$ cat src/rtl/drtc_pkg.sv
// shared types, constants and calendar tables for the date-time string block
`default_nettype none
package drtc_pkg;

   localparam int unsigned STR_LEN  = 14;
   localparam int unsigned DATE_LEN = 8;

   localparam logic [7:0] ASCII_ZERO = 8'h30;
   localparam logic [7:0] ASCII_NINE = 8'h39;

   localparam logic [13:0] MIN_YEAR_RESET  = 14'd2020;
   localparam logic [13:0] MAX_YEAR_RESET  = 14'd2040;
   localparam logic [3:0]  MIN_MONTH_RESET = 4'd4;

   localparam logic [6:0] MAX_HOURS   = 7'd23;
   localparam logic [6:0] MAX_MINSEC  = 7'd59;
   localparam logic [6:0] MAX_DAY     = 7'd31;
   localparam logic [6:0] MAX_MONTH   = 7'd12;

   // register indexes of the csr port
   localparam logic [1:0] CSR_MIN_YEAR  = 2'd0;
   localparam logic [1:0] CSR_MAX_YEAR  = 2'd1;
   localparam logic [1:0] CSR_MIN_MONTH = 2'd2;

   typedef struct packed {
      logic [STR_LEN-1:0][3:0] digits;
      logic                    len_ok;
      logic                    date_nondigit;
      logic                    time_nondigit;
   } job_type;

   typedef struct packed {
      logic [13:0] min_year;
      logic [13:0] max_year;
      logic [3:0]  min_month;
   } cfg_type;

   typedef struct packed {
      logic [7:0] seconds;
      logic [7:0] minutes;
      logic [7:0] hours;
      logic [7:0] day;
      logic [7:0] month;
      logic [7:0] year;
   } bcd_type;

   typedef struct packed {
      logic       time_ok;
      logic       date_ok;
      logic [7:0] seconds_bcd;
      logic [7:0] minutes_bcd;
      logic [7:0] hours_bcd;
      logic [7:0] day_bcd;
      logic [2:0] day_of_week;
      logic [7:0] month_bcd;
      logic [7:0] year_bcd;
   } result_type;

   // two decimal digits to binary, 0..99
   function automatic logic [6:0] two_digits(input logic [3:0] hi, input logic [3:0] lo);
      return {hi, 3'b000} + {2'b00, hi, 1'b0} + {3'b000, lo};
   endfunction

   function automatic logic [4:0] month_len(input logic leap, input logic [3:0] m);
      logic [4:0] len;
      unique case (m)
         4'd2:                      len = leap ? 5'd29 : 5'd28;
         4'd4, 4'd6, 4'd9, 4'd11:   len = 5'd30;
         default:                   len = 5'd31;
      endcase
      return len;
   endfunction

   function automatic logic [8:0] days_before(input logic leap, input logic [3:0] m);
      logic [8:0] base;
      unique case (m)
         4'd1:    base = 9'd0;
         4'd2:    base = 9'd31;
         4'd3:    base = 9'd59;
         4'd4:    base = 9'd90;
         4'd5:    base = 9'd120;
         4'd6:    base = 9'd151;
         4'd7:    base = 9'd181;
         4'd8:    base = 9'd212;
         4'd9:    base = 9'd243;
         4'd10:   base = 9'd273;
         4'd11:   base = 9'd304;
         4'd12:   base = 9'd334;
         default: base = 9'd0;
      endcase
      return base + ((leap && m > 4'd2) ? 9'd1 : 9'd0);
   endfunction

   // modulo 7 by octal digit folding, since 8 = 1 mod 7
   function automatic logic [2:0] mod7(input logic [13:0] a);
      logic [4:0] s1;
      logic [3:0] s2;
      s1 = {2'b00, a[2:0]} + {2'b00, a[5:3]} + {2'b00, a[8:6]} + {2'b00, a[11:9]}
           + {3'b000, a[13:12]};
      s2 = {1'b0, s1[2:0]} + {2'b00, s1[4:3]};
      return (s2 >= 4'd7) ? 3'(s2 - 4'd7) : s2[2:0];
   endfunction

endpackage
`default_nettype wire

$ cat src/rtl/drtc_fifo.sv
// small register queue with count, used between the stages and at the output
`default_nettype none
module drtc_fifo #(
   parameter int unsigned WIDTH = 8,
   parameter int unsigned DEPTH = 2
) (
   input  wire logic             clock,
   input  wire logic             reset,
   input  wire logic             push_i,
   input  wire logic [WIDTH-1:0] wdata_i,
   input  wire logic             pop_i,
   output logic      [WIDTH-1:0] rdata_o,
   output logic                  full_o,
   output logic                  empty_o
);
   localparam int unsigned PTR_W = (DEPTH > 1) ? $clog2(DEPTH) : 1;
   localparam int unsigned CNT_W = $clog2(DEPTH + 1);

   logic [WIDTH-1:0] entry_ff [DEPTH];
   logic [PTR_W-1:0] wr_ptr_ff, wr_ptr_in;
   logic [PTR_W-1:0] rd_ptr_ff, rd_ptr_in;
   logic [CNT_W-1:0] count_ff, count_in;
   logic             do_push, do_pop;

   assign full_o  = (count_ff == CNT_W'(DEPTH));
   assign empty_o = (count_ff == '0);
   assign do_push = push_i && !full_o;
   assign do_pop  = pop_i && !empty_o;
   assign rdata_o = entry_ff[rd_ptr_ff];

   always_comb begin
      wr_ptr_in = wr_ptr_ff;
      rd_ptr_in = rd_ptr_ff;
      count_in  = count_ff;
      if (do_push) begin
         wr_ptr_in = (wr_ptr_ff == PTR_W'(DEPTH - 1)) ? '0 : wr_ptr_ff + 1'b1;
      end
      if (do_pop) begin
         rd_ptr_in = (rd_ptr_ff == PTR_W'(DEPTH - 1)) ? '0 : rd_ptr_ff + 1'b1;
      end
      if (do_push && !do_pop) begin
         count_in = count_ff + 1'b1;
      end else if (do_pop && !do_push) begin
         count_in = count_ff - 1'b1;
      end
   end

   always_ff @(posedge clock) begin
      if (reset) begin
         wr_ptr_ff <= '0;
         rd_ptr_ff <= '0;
         count_ff  <= '0;
      end else begin
         wr_ptr_ff <= wr_ptr_in;
         rd_ptr_ff <= rd_ptr_in;
         count_ff  <= count_in;
      end
   end

   always_ff @(posedge clock) begin
      if (do_push) begin
         entry_ff[wr_ptr_ff] <= wdata_i;
      end
   end

endmodule
`default_nettype wire

$ cat src/rtl/drtc_front.sv
// front end: collects characters into digit nibbles and emits one job per string
`default_nettype none
module drtc_front (
   input  wire logic              clock,
   input  wire logic              reset,
   input  wire logic              accept_i,
   input  wire logic [7:0]        char_code_i,
   input  wire logic              final_char_i,
   output drtc_pkg::job_type      job_o,
   output logic                   job_push_o
);
   import drtc_pkg::*;

   logic [3:0]              pos_ff, pos_in;
   logic [STR_LEN-1:0][3:0] digit_ff, digit_in;
   logic                    date_nd_ff, date_nd_in;
   logic                    time_nd_ff, time_nd_in;
   logic                    is_digit;
   logic [3:0]              nibble;
   logic                    in_string;

   assign is_digit  = (char_code_i >= ASCII_ZERO) && (char_code_i <= ASCII_NINE);
   assign nibble    = is_digit ? char_code_i[3:0] : 4'd0;
   assign in_string = (pos_ff < 4'(STR_LEN));

   always_comb begin
      digit_in   = digit_ff;
      date_nd_in = date_nd_ff;
      time_nd_in = time_nd_ff;
      pos_in     = (pos_ff == 4'hF) ? pos_ff : pos_ff + 4'd1;
      for (int i = 0; i < STR_LEN; i++) begin
         if (pos_ff == 4'(i)) begin
            digit_in[i] = nibble;
         end
      end
      if (in_string && !is_digit) begin
         if (pos_ff < 4'(DATE_LEN)) begin
            date_nd_in = 1'b1;
         end else begin
            time_nd_in = 1'b1;
         end
      end
   end

   // job reflects the string including the last character
   assign job_o.digits        = digit_in;
   assign job_o.len_ok        = (pos_in == 4'(STR_LEN));
   assign job_o.date_nondigit = date_nd_in;
   assign job_o.time_nondigit = time_nd_in;
   assign job_push_o          = accept_i && final_char_i;

   always_ff @(posedge clock) begin
      if (reset) begin
         pos_ff     <= '0;
         digit_ff   <= '0;
         date_nd_ff <= 1'b0;
         time_nd_ff <= 1'b0;
      end else if (accept_i) begin
         if (final_char_i) begin
            pos_ff     <= '0;
            digit_ff   <= '0;
            date_nd_ff <= 1'b0;
            time_nd_ff <= 1'b0;
         end else begin
            pos_ff     <= pos_in;
            digit_ff   <= digit_in;
            date_nd_ff <= date_nd_in;
            time_nd_ff <= time_nd_in;
         end
      end
   end

endmodule
`default_nettype wire

$ cat src/rtl/drtc_back.sv
// back end: four stage pipeline for range checks, bcd bytes and weekday
`default_nettype none
module drtc_back (
   input  wire logic                 clock,
   input  wire logic                 reset,
   input  wire drtc_pkg::job_type    job_i,
   input  wire logic                 job_empty_i,
   output logic                      job_pop_o,
   input  wire drtc_pkg::cfg_type    cfg_i,
   output drtc_pkg::result_type      res_o,
   output logic                      res_push_o,
   input  wire logic                 res_full_i
);
   import drtc_pkg::*;

   logic adv;
   logic a_valid_ff, b_valid_ff, c_valid_ff, d_valid_ff;

   // stage a
   logic [6:0] a_hi_ff, a_lo_ff, a_day_ff, a_mon_ff, a_hrs_ff, a_min_ff, a_sec_ff;
   logic       a_time_pre_ff, a_date_pre_ff;
   bcd_type    a_bcd_ff, a_bcd_in;

   // stage b
   logic [13:0] b_year_ff, b_year_in;
   logic [11:0] b_leaps_ff, b_leaps_in;
   logic        b_leap_ff, b_leap_in;
   logic [3:0]  b_mon_c_ff, b_mon_c_in;
   logic [6:0]  b_day_ff, b_mon_ff;
   logic        b_time_ok_ff, b_time_ok_in;
   logic        b_date_pre_ff, b_date_pre_in;
   bcd_type     b_bcd_ff;

   // stage c
   logic        c_time_ok_ff;
   logic        c_date_ok_ff, c_date_ok_in;
   logic [8:0]  c_yd_ff, c_yd_in;
   logic [13:0] c_sy_ff, c_sy_in;
   bcd_type     c_bcd_ff;
   logic [4:0]  c_ml;
   logic [6:0]  c_day_c;

   // stage d
   result_type  d_res_ff, d_res_in;
   logic [13:0] d_total;

   assign adv        = !d_valid_ff || !res_full_i;
   assign job_pop_o  = adv && !job_empty_i;
   assign res_push_o = d_valid_ff && !res_full_i;
   assign res_o      = d_res_ff;

   always_ff @(posedge clock) begin
      if (reset) begin
         a_valid_ff <= 1'b0;
         b_valid_ff <= 1'b0;
         c_valid_ff <= 1'b0;
         d_valid_ff <= 1'b0;
      end else if (adv) begin
         a_valid_ff <= !job_empty_i;
         b_valid_ff <= a_valid_ff;
         c_valid_ff <= b_valid_ff;
         d_valid_ff <= c_valid_ff;
      end
   end

   // stage a: digit pairs
   assign a_bcd_in.seconds = {job_i.digits[12], job_i.digits[13]};
   assign a_bcd_in.minutes = {job_i.digits[10], job_i.digits[11]};
   assign a_bcd_in.hours   = {job_i.digits[8],  job_i.digits[9]};
   assign a_bcd_in.day     = {job_i.digits[0],  job_i.digits[1]};
   assign a_bcd_in.month   = {job_i.digits[2],  job_i.digits[3]};
   assign a_bcd_in.year    = {job_i.digits[6],  job_i.digits[7]};

   always_ff @(posedge clock) begin
      if (adv) begin
         a_hi_ff       <= two_digits(job_i.digits[4],  job_i.digits[5]);
         a_lo_ff       <= two_digits(job_i.digits[6],  job_i.digits[7]);
         a_day_ff      <= two_digits(job_i.digits[0],  job_i.digits[1]);
         a_mon_ff      <= two_digits(job_i.digits[2],  job_i.digits[3]);
         a_hrs_ff      <= two_digits(job_i.digits[8],  job_i.digits[9]);
         a_min_ff      <= two_digits(job_i.digits[10], job_i.digits[11]);
         a_sec_ff      <= two_digits(job_i.digits[12], job_i.digits[13]);
         a_time_pre_ff <= job_i.len_ok && !job_i.time_nondigit;
         a_date_pre_ff <= job_i.len_ok && !job_i.date_nondigit;
         a_bcd_ff      <= a_bcd_in;
      end
   end

   // stage b: year, leap count before this year, clamped month, time check
   always_comb begin
      b_year_in = 14'(a_hi_ff) * 14'd100 + 14'(a_lo_ff);
      if (a_lo_ff != 7'd0) begin
         b_leaps_in = 12'(a_hi_ff) * 12'd24 + 12'(a_lo_ff - 7'd1) / 12'd4
                      + 12'(a_hi_ff) / 12'd4;
      end else if (a_hi_ff != 7'd0) begin
         b_leaps_in = 12'(a_hi_ff) * 12'd24 + 12'(a_hi_ff - 7'd1) / 12'd4;
      end else begin
         b_leaps_in = '0;
      end
      // year zero counts as common
      if (a_lo_ff != 7'd0) begin
         b_leap_in = (a_lo_ff[1:0] == 2'b00);
      end else begin
         b_leap_in = (a_hi_ff != 7'd0) && (a_hi_ff[1:0] == 2'b00);
      end
      if (a_mon_ff == 7'd0) begin
         b_mon_c_in = 4'd1;
      end else if (a_mon_ff > MAX_MONTH) begin
         b_mon_c_in = 4'd12;
      end else begin
         b_mon_c_in = a_mon_ff[3:0];
      end
      b_time_ok_in  = a_time_pre_ff && (a_hrs_ff <= MAX_HOURS)
                      && (a_min_ff <= MAX_MINSEC) && (a_sec_ff <= MAX_MINSEC);
      b_date_pre_in = a_date_pre_ff && (a_day_ff != 7'd0) && (a_day_ff <= MAX_DAY)
                      && (a_mon_ff != 7'd0) && (a_mon_ff <= MAX_MONTH);
   end

   always_ff @(posedge clock) begin
      if (adv) begin
         b_year_ff     <= b_year_in;
         b_leaps_ff    <= b_leaps_in;
         b_leap_ff     <= b_leap_in;
         b_mon_c_ff    <= b_mon_c_in;
         b_day_ff      <= a_day_ff;
         b_mon_ff      <= a_mon_ff;
         b_time_ok_ff  <= b_time_ok_in;
         b_date_pre_ff <= b_date_pre_in;
         b_bcd_ff      <= a_bcd_ff;
      end
   end

   // stage c: year window, day of year, year contribution
   always_comb begin
      c_ml = month_len(b_leap_ff, b_mon_c_ff);
      if (b_day_ff == 7'd0) begin
         c_day_c = 7'd1;
      end else if (b_day_ff > 7'(c_ml)) begin
         c_day_c = 7'(c_ml);
      end else begin
         c_day_c = b_day_ff;
      end
      c_yd_in      = days_before(b_leap_ff, b_mon_c_ff) + 9'(c_day_c) - 9'd1;
      c_sy_in      = b_year_ff + 14'(b_leaps_ff);
      c_date_ok_in = b_date_pre_ff && (b_year_ff >= cfg_i.min_year)
                     && (b_year_ff <= cfg_i.max_year)
                     && !((b_year_ff == cfg_i.min_year)
                          && (b_mon_ff < 7'(cfg_i.min_month)));
   end

   always_ff @(posedge clock) begin
      if (adv) begin
         c_time_ok_ff <= b_time_ok_ff;
         c_date_ok_ff <= c_date_ok_in;
         c_yd_ff      <= c_yd_in;
         c_sy_ff      <= c_sy_in;
         c_bcd_ff     <= b_bcd_ff;
      end
   end

   // stage d: weekday, since 365 = 1 mod 7 the year term is year plus leaps
   assign d_total = c_sy_ff + 14'(c_yd_ff);

   always_comb begin
      d_res_in.time_ok     = c_time_ok_ff;
      d_res_in.date_ok     = c_date_ok_ff;
      d_res_in.seconds_bcd = c_bcd_ff.seconds;
      d_res_in.minutes_bcd = c_bcd_ff.minutes;
      d_res_in.hours_bcd   = c_bcd_ff.hours;
      d_res_in.day_bcd     = c_bcd_ff.day;
      d_res_in.day_of_week = mod7(d_total);
      d_res_in.month_bcd   = c_bcd_ff.month;
      d_res_in.year_bcd    = c_bcd_ff.year;
   end

   always_ff @(posedge clock) begin
      if (adv) begin
         d_res_ff <= d_res_in;
      end
   end

endmodule
`default_nettype wire

$ cat src/rtl/datetime_string_to_rtc_registers_core.sv
// top level: ascii date-time string to bcd rtc register bytes with weekday
`default_nettype none
// throughput: one character per cycle while full is low, and one string per cycle when strings end back to back
// a result reaches the rsp ports once the beat carrying the last character has passed through
//   the job queue, four back-end pipeline stages and the result queue
// back end stalls only while the result queue is full; full rises once the job queue fills
// reset (synchronous) clears the character count, digits, flags, queues and pipeline valids,
//   and loads the year window registers with their defaults; no clearing pass
module datetime_string_to_rtc_registers_core #(
   parameter int unsigned JOB_DEPTH = 2,
   parameter int unsigned RSP_DEPTH = 2
) (
   input  wire logic        clock,
   input  wire logic        reset,
   // character beats
   input  wire logic        push,
   output logic             full,
   input  wire logic [7:0]  req_char_code,
   input  wire logic        req_final_char,
   // result beats
   output logic             empty,
   input  wire logic        pop,
   output logic             rsp_time_ok,
   output logic             rsp_date_ok,
   output logic [7:0]       rsp_seconds_bcd,
   output logic [7:0]       rsp_minutes_bcd,
   output logic [7:0]       rsp_hours_bcd,
   output logic [7:0]       rsp_day_bcd,
   output logic [2:0]       rsp_day_of_week,
   output logic [7:0]       rsp_month_bcd,
   output logic [7:0]       rsp_year_bcd,
   // register writes
   input  wire logic        csr_valid,
   output logic             csr_ready,
   input  wire logic [1:0]  csr_index,
   input  wire logic [13:0] csr_wdata
);
   import drtc_pkg::*;

   localparam int unsigned JOB_W = $bits(job_type);
   localparam int unsigned RES_W = $bits(result_type);

   // config registers
   logic [13:0] min_year_ff;
   logic [13:0] max_year_ff;
   logic [3:0]  min_month_ff;
   cfg_type     cfg;

   // front to job queue
   logic        accept;
   job_type     front_job;
   logic        front_push;

   // job queue to back end
   logic [JOB_W-1:0] job_rdata;
   job_type          back_job;
   logic             job_empty;
   logic             job_pop;

   // back end to result queue
   result_type       back_res;
   logic             back_push;
   logic             rsp_full;
   logic [RES_W-1:0] rsp_rdata;
   result_type       rsp;

   // csr port always takes a write; the user must write only while idle, the block does not enforce it
   assign csr_ready = 1'b1;

   always_ff @(posedge clock) begin
      if (reset) begin
         min_year_ff  <= MIN_YEAR_RESET;
         max_year_ff  <= MAX_YEAR_RESET;
         min_month_ff <= MIN_MONTH_RESET;
      end else if (csr_valid && csr_ready) begin
         unique case (csr_index)
            CSR_MIN_YEAR:  min_year_ff  <= csr_wdata;
            CSR_MAX_YEAR:  max_year_ff  <= csr_wdata;
            CSR_MIN_MONTH: min_month_ff <= csr_wdata[3:0];
            default:       ;   // index beyond the register list is dropped
         endcase
      end
   end

   assign cfg.min_year  = min_year_ff;
   assign cfg.max_year  = max_year_ff;
   assign cfg.min_month = min_month_ff;

   // front end: one character per beat, job pushed on the last character
   assign accept = push && !full;

   drtc_front u_front (
      .clock        (clock),
      .reset        (reset),
      .accept_i     (accept),
      .char_code_i  (req_char_code),
      .final_char_i (req_final_char),
      .job_o        (front_job),
      .job_push_o   (front_push)
   );

   // job queue decouples the front from the back end pipeline
   drtc_fifo #(
      .WIDTH (JOB_W),
      .DEPTH (JOB_DEPTH)
   ) u_job_q (
      .clock   (clock),
      .reset   (reset),
      .push_i  (front_push),
      .wdata_i (front_job),
      .pop_i   (job_pop),
      .rdata_o (job_rdata),
      .full_o  (full),
      .empty_o (job_empty)
   );

   assign back_job = job_type'(job_rdata);

   // back end: checks, bcd bytes, weekday
   drtc_back u_back (
      .clock       (clock),
      .reset       (reset),
      .job_i       (back_job),
      .job_empty_i (job_empty),
      .job_pop_o   (job_pop),
      .cfg_i       (cfg),
      .res_o       (back_res),
      .res_push_o  (back_push),
      .res_full_i  (rsp_full)
   );

   // result queue acts as the output register stage
   drtc_fifo #(
      .WIDTH (RES_W),
      .DEPTH (RSP_DEPTH)
   ) u_rsp_q (
      .clock   (clock),
      .reset   (reset),
      .push_i  (back_push),
      .wdata_i (back_res),
      .pop_i   (pop),
      .rdata_o (rsp_rdata),
      .full_o  (rsp_full),
      .empty_o (empty)
   );

   assign rsp             = result_type'(rsp_rdata);
   assign rsp_time_ok     = rsp.time_ok;
   assign rsp_date_ok     = rsp.date_ok;
   assign rsp_seconds_bcd = rsp.seconds_bcd;
   assign rsp_minutes_bcd = rsp.minutes_bcd;
   assign rsp_hours_bcd   = rsp.hours_bcd;
   assign rsp_day_bcd     = rsp.day_bcd;
   assign rsp_day_of_week = rsp.day_of_week;
   assign rsp_month_bcd   = rsp.month_bcd;
   assign rsp_year_bcd    = rsp.year_bcd;

   // the last character of a string leaves a job waiting for the back end
   a_final_makes_job: assert property (@(posedge clock) disable iff (reset)
      (push && !full && req_final_char) |=> !job_empty)
      else $error("last character did not queue a job");

   // weekday folding never yields seven
   a_weekday_range: assert property (@(posedge clock) disable iff (reset)
      !empty |-> (rsp_day_of_week != 3'd7))
      else $error("weekday out of range");

   // a valid time has an hours tens digit of at most two
   a_time_ok_hours: assert property (@(posedge clock) disable iff (reset)
      (!empty && rsp_time_ok) |-> (rsp_hours_bcd[7:4] <= 4'd2))
      else $error("time flagged valid with bad hours");

   // a valid date never has month zero
   a_date_ok_month: assert property (@(posedge clock) disable iff (reset)
      (!empty && rsp_date_ok) |-> (rsp_month_bcd != 8'h00))
      else $error("date flagged valid with month zero");

endmodule
`default_nettype wire

$ cat config.mk
export PLATFORM = sky130hd
export DESIGN_NAME = datetime_string_to_rtc_registers_core
export DESIGN_NICKNAME = d
export VERILOG_FILES = /design/src/rtl/drtc_pkg.sv /design/src/rtl/drtc_fifo.sv /design/src/rtl/drtc_front.sv /design/src/rtl/drtc_back.sv /design/src/rtl/datetime_string_to_rtc_registers_core.sv
export SDC_FILE = /design/constraint.sdc
export NUM_CORES = 1
export LEC_CHECK = 0
export ABC_AREA = 1
export BUFFER_PORTS_ARGS = -buffer_cell sky130_fd_sc_hd__buf_2
export CAP_MARGIN = 20
export CELL_PAD_IN_SITES_DETAIL_PLACEMENT = 0
export CELL_PAD_IN_SITES_GLOBAL_PLACEMENT = 2
export CORE_UTILIZATION = 47
export CTS_CLUSTER_DIAMETER = 60
export CTS_CLUSTER_SIZE = 20
export DETAILED_ROUTE_END_ITERATION = 10
export HOLD_SLACK_MARGIN = 0.12
export PLACE_DENSITY_LB_ADDON = 0.1
export REMOVE_ABC_BUFFERS = 1
export SYNTH_ARGS = -nofsm -noshare
export SYNTH_HDL_FRONTEND = slang
export SYNTH_SLANG_ARGS = --single-unit
export TNS_END_PERCENT = 100
$ cat constraint.sdc
create_clock -name clock -period 31.7 [get_ports clock]
set_input_delay 9.51 -clock clock [delete_from_list [all_inputs] [get_ports clock]]
set_output_delay 9.51 -clock clock [all_outputs]
set_load 0.02 [all_outputs]
# Yosys cells after proc, flatten, opt, wreduce, memory -nomap -nowiden
# Memory sizes are Yosys's and may differ from the RTL's. A register that Yosys moved wholly into a read port is not among the register bits.
# Index checks and enable logic that the tools add are counted.
# totals
reg_bits,426
mem_bits_rw,224
mem_bits_ro,144
input_bits,30
output_inout_bits,56
word_cells,277
mem_count,3
# op_classes
add_sub_neg,40
n_mul,2
magnitude_cmp,16
n_eq_ne,25
muxes,50
n_reduce_logical,62
# mem_list
memory,words,width,rd,rd_clocked_by_memory_dff,wr,line,text
(no name shown),16,9,1,0,0,drtc_pkg.sv:76,unique case (m)
u_job_q.entry_ff,2,59,1,1,1,drtc_fifo.sv:19,logic [WIDTH-1:0] entry_ff [DEPTH];
u_rsp_q.entry_ff,2,53,1,1,1,drtc_fifo.sv:19,
# op_table
op,count
$mux W4,18
$mux W56,1
$add A7 B4 Y7,7
$add A7 B5 Y7,7
$eq A4 B4 Y1 const B,10
$logic_and A1 B1 Y1,29
$reduce_bool A7 Y1,4
$add A12 B10 Y12,2
$eq A4 B3 Y1 const B,6
$mux W12,2
$mux W1,21
$sub A7 B1 Y8 const B,2
$add A14 B12 Y14,1
$add A14 B7 Y14,1
$add A14 B9 Y14,1
$eq A14 B14 Y1,1
$ge A14 B14 Y1,1
$le A14 B14 Y1,1
$le A7 B5 Y1 const B,2
$le A7 B6 Y1 const B,2
$logic_not A7 Y1,2
$mux W7,2
$logic_not A1 Y1,13
$add A12 B5 Y12,1
other kinds (37),58

# Logic depth before layout (Yosys ltp)
# logic_depth
ltp_word,9
mapped_depth,24
depth_no_buf,24

# Cells and area by module
# From an unflattened synthesis, not the netlist that was laid out.
# hier_totals
hier_cells,2512
area_unflattened_um2,30365.4
# modules_own_cells
mod,instances,cells_each,area_per_inst_um2,seq_area_each_um2
drtc_back,1,1402,16653.5,9298.9
drtc_fifo (u_job_q),1,221,4545.6,3643.5
drtc_fifo (u_rsp_q),1,202,4325.4,3283.1
drtc_front,1,504,3549.7,1241.2
datetime_string_to_rtc_registers_core,1,183,1291.2,640.6

# Worst setup path before layout
# Ideal clock, no wire load.
# synth_path
kind,input-to-reg
from,input push
to,memory u_job_q.entry_ff[0][0] in the netlist's numbering (enable)
setup_time_ns,0.476
arrival_ns,12.250
t_required_ns,31.224
slack_ns,18.974
path_stages,4
n_path_buf,0
cell_sequence,o21ai_2 -> inv_2 -> nand2_1 -> nor2_1
# synth_via
elab_chain_len,5
# synth_lines
item,line,text
"start, declared",datetime_string_to_rtc_registers_core.sv:16,"input wire logic push,"
$logic_and A1 B1 Y1,datetime_string_to_rtc_registers_core.sv:90,assign accept = push && !full;
$logic_and A1 B1 Y1,drtc_front.sv:50,assign job_push_o = accept_i && final_char_i;
$logic_and A1 B1 Y1,drtc_fifo.sv:27,assign do_push = push_i && !full_o;
$mux W1,drtc_fifo.sv:61,if (do_push) begin
$mux W1 (not written as such),drtc_fifo.sv:62,entry_ff[wr_ptr_ff] <= wdata_i;
"end, declared",drtc_fifo.sv:19,
# No other way between the ends.

==> metrics.md <==
| Metric | Value |
|---|---|
| Worst Setup Start Kind | `register` |
| Type of the tightest min-delay check | `register to register` |
| CP Max Fanout | `31` |
| CTS Buf Count | `48` |
| Clock slew at reported path FFs | `0.08 ns` |
| Initial antenna violation count | `1` |
| Status | `completed` |
| Area grow syn2layout | `10.3%` |
| Slew headroom | `a little under a quarter` |
| Unrepaired setup endpoints after global routing | `false` |
| Ranking of synthesized cells by area | `edfxtp_1 (55%), ha_1 (8.9%), nand2_1 (7.7%)` |
| Layout cells sized above 1 | `between 10% and 20%` |
| Max_cap viols | `0` |
| First-pass GRT wire length | `90600 microns` |
| Antenna Nets Post-Route | `0` |
| CP required | `~22 ns` |
| IO Port Bufs | `84` |
| Ys flop type | `edfxtp_1` |
| Core footprint | `approximately 60000 sq um` |
| CTS tree | `yes` |
| Library cells used by synthesis | `50` |
| Synth area leader | `edfxtp_1` |
| Placer Congestion | `0.847` |
| Die Ht | `~250 microns` |
| Die Span X | `251 microns` |
| Post-route DRC | `0` |
| Hold Path Origin | `u_back.a_bcd_ff[33]$_DFFE_PN_` |
| Resized cells post-CTS | `0` |
| Ys Warns | `0` |
| Worst setup path class | `register to output pin` |
| Detailed placer's ending HPWL | `approximately 39000 microns` |
| Reg2reg setup slack | `about 26 ns` |
| # setup viols final | `0` |
| Largest net degree at the start of global routing | `87` |
| Layout Nets | `2847` |
| Avg WL per Cell | `about 17 microns` |
| Synth Cell Area | `slightly below 30000 sq um` |
| Vias in the first global route | `roughly 17000` |
| Tcrit/Tclk final | `between 30% and 40%` |
| Ys async rst share | `0%` |
| Worst reg2reg path depth | `23` |
| Seq/Total Area, Yosys | `62.0%` |
| Vias per std cell | `5.04` |
| Reg-to-reg startpoint | `u_back.c_sy_ff[0]$_DFFE_PN_` |
| Worst-margin pin slew | `between 1 and 1.5 ns` |
| Layout Skew | `0.0201 ns` |
| Cts-stage hold buffer count | `0` |
| Setup TNS | `0 ns` |
| Post-layout worst setup margin | `a little under 20 ns` |
| Clk root buf | `clkbuf_16` |
| Die ar. | `roughly 63000 sq um` |
| Hold Vio Cnt, Final | `0` |
| Peak Freq | `between 80 and 90 MHz` |
| Number of synthesized flops with an enable pin | `about 530` |
| Yosys reg bits | `between 600 and 700` |
| TritonCTS sink count | `roughly 640` |
| Pre-CTS WS | `a little under 20 ns` |
| Initial cell density of the core | `a little under half` |
| Grt total ovfl | `0` |
| Area share of the largest cell type after synthesis | `around 55%` |
| Top Ports | `86` |
| Min cycle time layout | `12.05 ns` |
| All-Layer GR Usage | `18.4%` |
| Row count | `91` |
| Clock Path Buffers | `3` |
| Hold endpoint | `u_back.b_bcd_ff[33]$_DFFE_PN_` |
| Diode count | `0` |
| Post-CTS Setup Repair Bufs | `0` |
| Hold depth | `0` |
| Later-pin clock latency in the skew report | `around 0.6 ns` |
| Critical Path End Type | `output pin` |
| Vias | `approximately 17000` |
| DR pass1 iterations | `7` |
| Synthesized instance count | `2471` |
| H-tree depth | `2` |
| R2r endpoint | `u_back.res_o[16]$_DFFE_PN_` |
| Synthesized area per cell | `~12 sq um` |
| 1st-iter DRT viols | `about 960` |
| WL final | `57300 microns` |
| Pins over their slew limit | `0` |
| Worst Path Arrival | `between 2 and 3 ns` |
-- routing by layer --
metal	GRT usage (%)	share of wire [%]	vias to the layer above
li1	-	-	8765
met5	0	0	-
met1	26.2	49	8283
met3	2.64	3.9	79
met4	5.96	2.5	0
met2	28.9	45	267
-- critical path, cell delays in order, from the launching register on --
cell,delay (ns)
dfxtp_2,0.79
buf_4,0.51
mux2_2,0.46
buf_2,0.18
-- worst max path at each step --
stage / start / to / depth (start not counted)
2_1_floorplan: push / u_job_q.entry_ff[0][0]$_DFFE_PP_ / 4
3_3_place_gp: push / u_job_q.entry_ff[1][52]$_DFFE_PP_ / 7
3_5_place_dp: push / u_job_q.entry_ff[1][52]$_DFFE_PP_ / 7
4_1_cts: register / rsp_year_bcd[5] / 3
5_1_grt: register / rsp_year_bcd[5] / 3
6_report: register / rsp_year_bcd[5] / 3
-- synth_stat cells (3+ instances only) --
| master | number |
|---|---|
| a21o_1 | 5 |
| a21oi_1 | 165 |
| a31oi_1 | 7 |
| buf_1 | 5 |
| buf_2 | 14 |
| buf_4 | 5 |
| clkbuf_1 | 27 |
| dfxtp_1 | 108 |
| edfxtp_1 | 531 |
| fa_1 | 36 |
| ha_1 | 208 |
| inv_1 | 202 |
| inv_2 | 8 |
| mux2_2 | 53 |
| nand2_1 | 599 |
| nand2_2 | 7 |
| nand3_1 | 80 |
| nand3b_1 | 3 |
| nand4_1 | 14 |
| nor2_1 | 104 |
| nor2_4 | 3 |
| nor3_1 | 8 |
| nor4_1 | 3 |
| o211ai_1 | 19 |
| o21a_1 | 4 |
| o21ai_0 | 60 |
| o21ai_1 | 36 |
| o21ai_2 | 31 |
| o21bai_1 | 4 |
| o22ai_1 | 4 |
| o31ai_1 | 3 |
| or2_2 | 9 |
| xnor2_1 | 23 |
| xor2_1 | 61 |
-- area by class of cell --
type / count / area [sq um]
fillers: 5310 / 29400
flip-flops and latches: 639 / 18100
multi-input cells: 1572 / 10100
clock buffers: 62 / 1270
well taps: 837 / 1050
inverters: 211 / 792
repair buffers: 101 / 552
clock inverters: 27 / 292
-- placed cells by master (no fill, tap or decap), drive strengths merged --
master	n
or2	9
a21boi	2
inv	223
a31o	1
a21o	5
a41oi	1
o22ai	4
edfxtp	531
clkinvlp	1
a22oi	2
nor3b	1
and2	1
buf	101
a211oi	2
o211a	1
nand2	607
nor2	109
o211ai	19
o21bai	4
fa	36
a21oi	165
ha	208
mux2i	2
dfxtp	108
o21ai	127
clkbuf	62
nor3	10
a31oi	7
nand3b	3
o221ai	1
o21a	4
xor2	61
clkinv	14
xnor2	23
o31ai	3
nand4	14
mux2	53
nor4	3
nand3	81
conb	3
-- kinds of logic (layout without fill, tap and decap cells) --
family / count (synthesis) / after routing / share of synthesized area, %
other: 1 / 3 / 0.0128
AO/OA/AOI/OAI: 348 / 348 / 6.82
flip-flops: 639 / 639 / 62.0
XOR/XNOR: 84 / 84 / 2.52
adder cells (fa/ha/maj): 244 / 244 / 11.4
multiplexers: 55 / 55 / 2.11
AND/OR/NAND/NOR: 838 / 838 / 11.7
buffers and inverters: 262 / 401 / 3.49
-- sequential cells by signal (all words and copies together), names as in the netlist, 14 cells and up, named ones only --
register / cells
u_job_q.entry_ff: 118
u_rsp_q.entry_ff: 106
u_front.digit_ff: 56
u_back.res_o: 53
u_back.a_bcd_ff: 48
u_back.b_bcd_ff: 48
u_back.c_bcd_ff: 48
max_year_ff: 14
min_year_ff: 14
u_back.c_sy_ff: 14
-- per-stage QoR --
step	hold WS (ns)	util, %	std cells	instance area [sq um]
6_report	0.418	52.3	3449	32200
5_1_grt	0.421	52.3	3449	32200
4_1_cts	0.419	52.3	3449	32200
3_5_place_dp	0.405	49.8	3360	30600
3_3_place_gp	0.401	49.7	3359	30600
2_1_floorplan	0.400	-	2422	29000
Power is not shown: default switching activity piles up to over one toggle a cycle in this logic, so the estimate is an artifact.
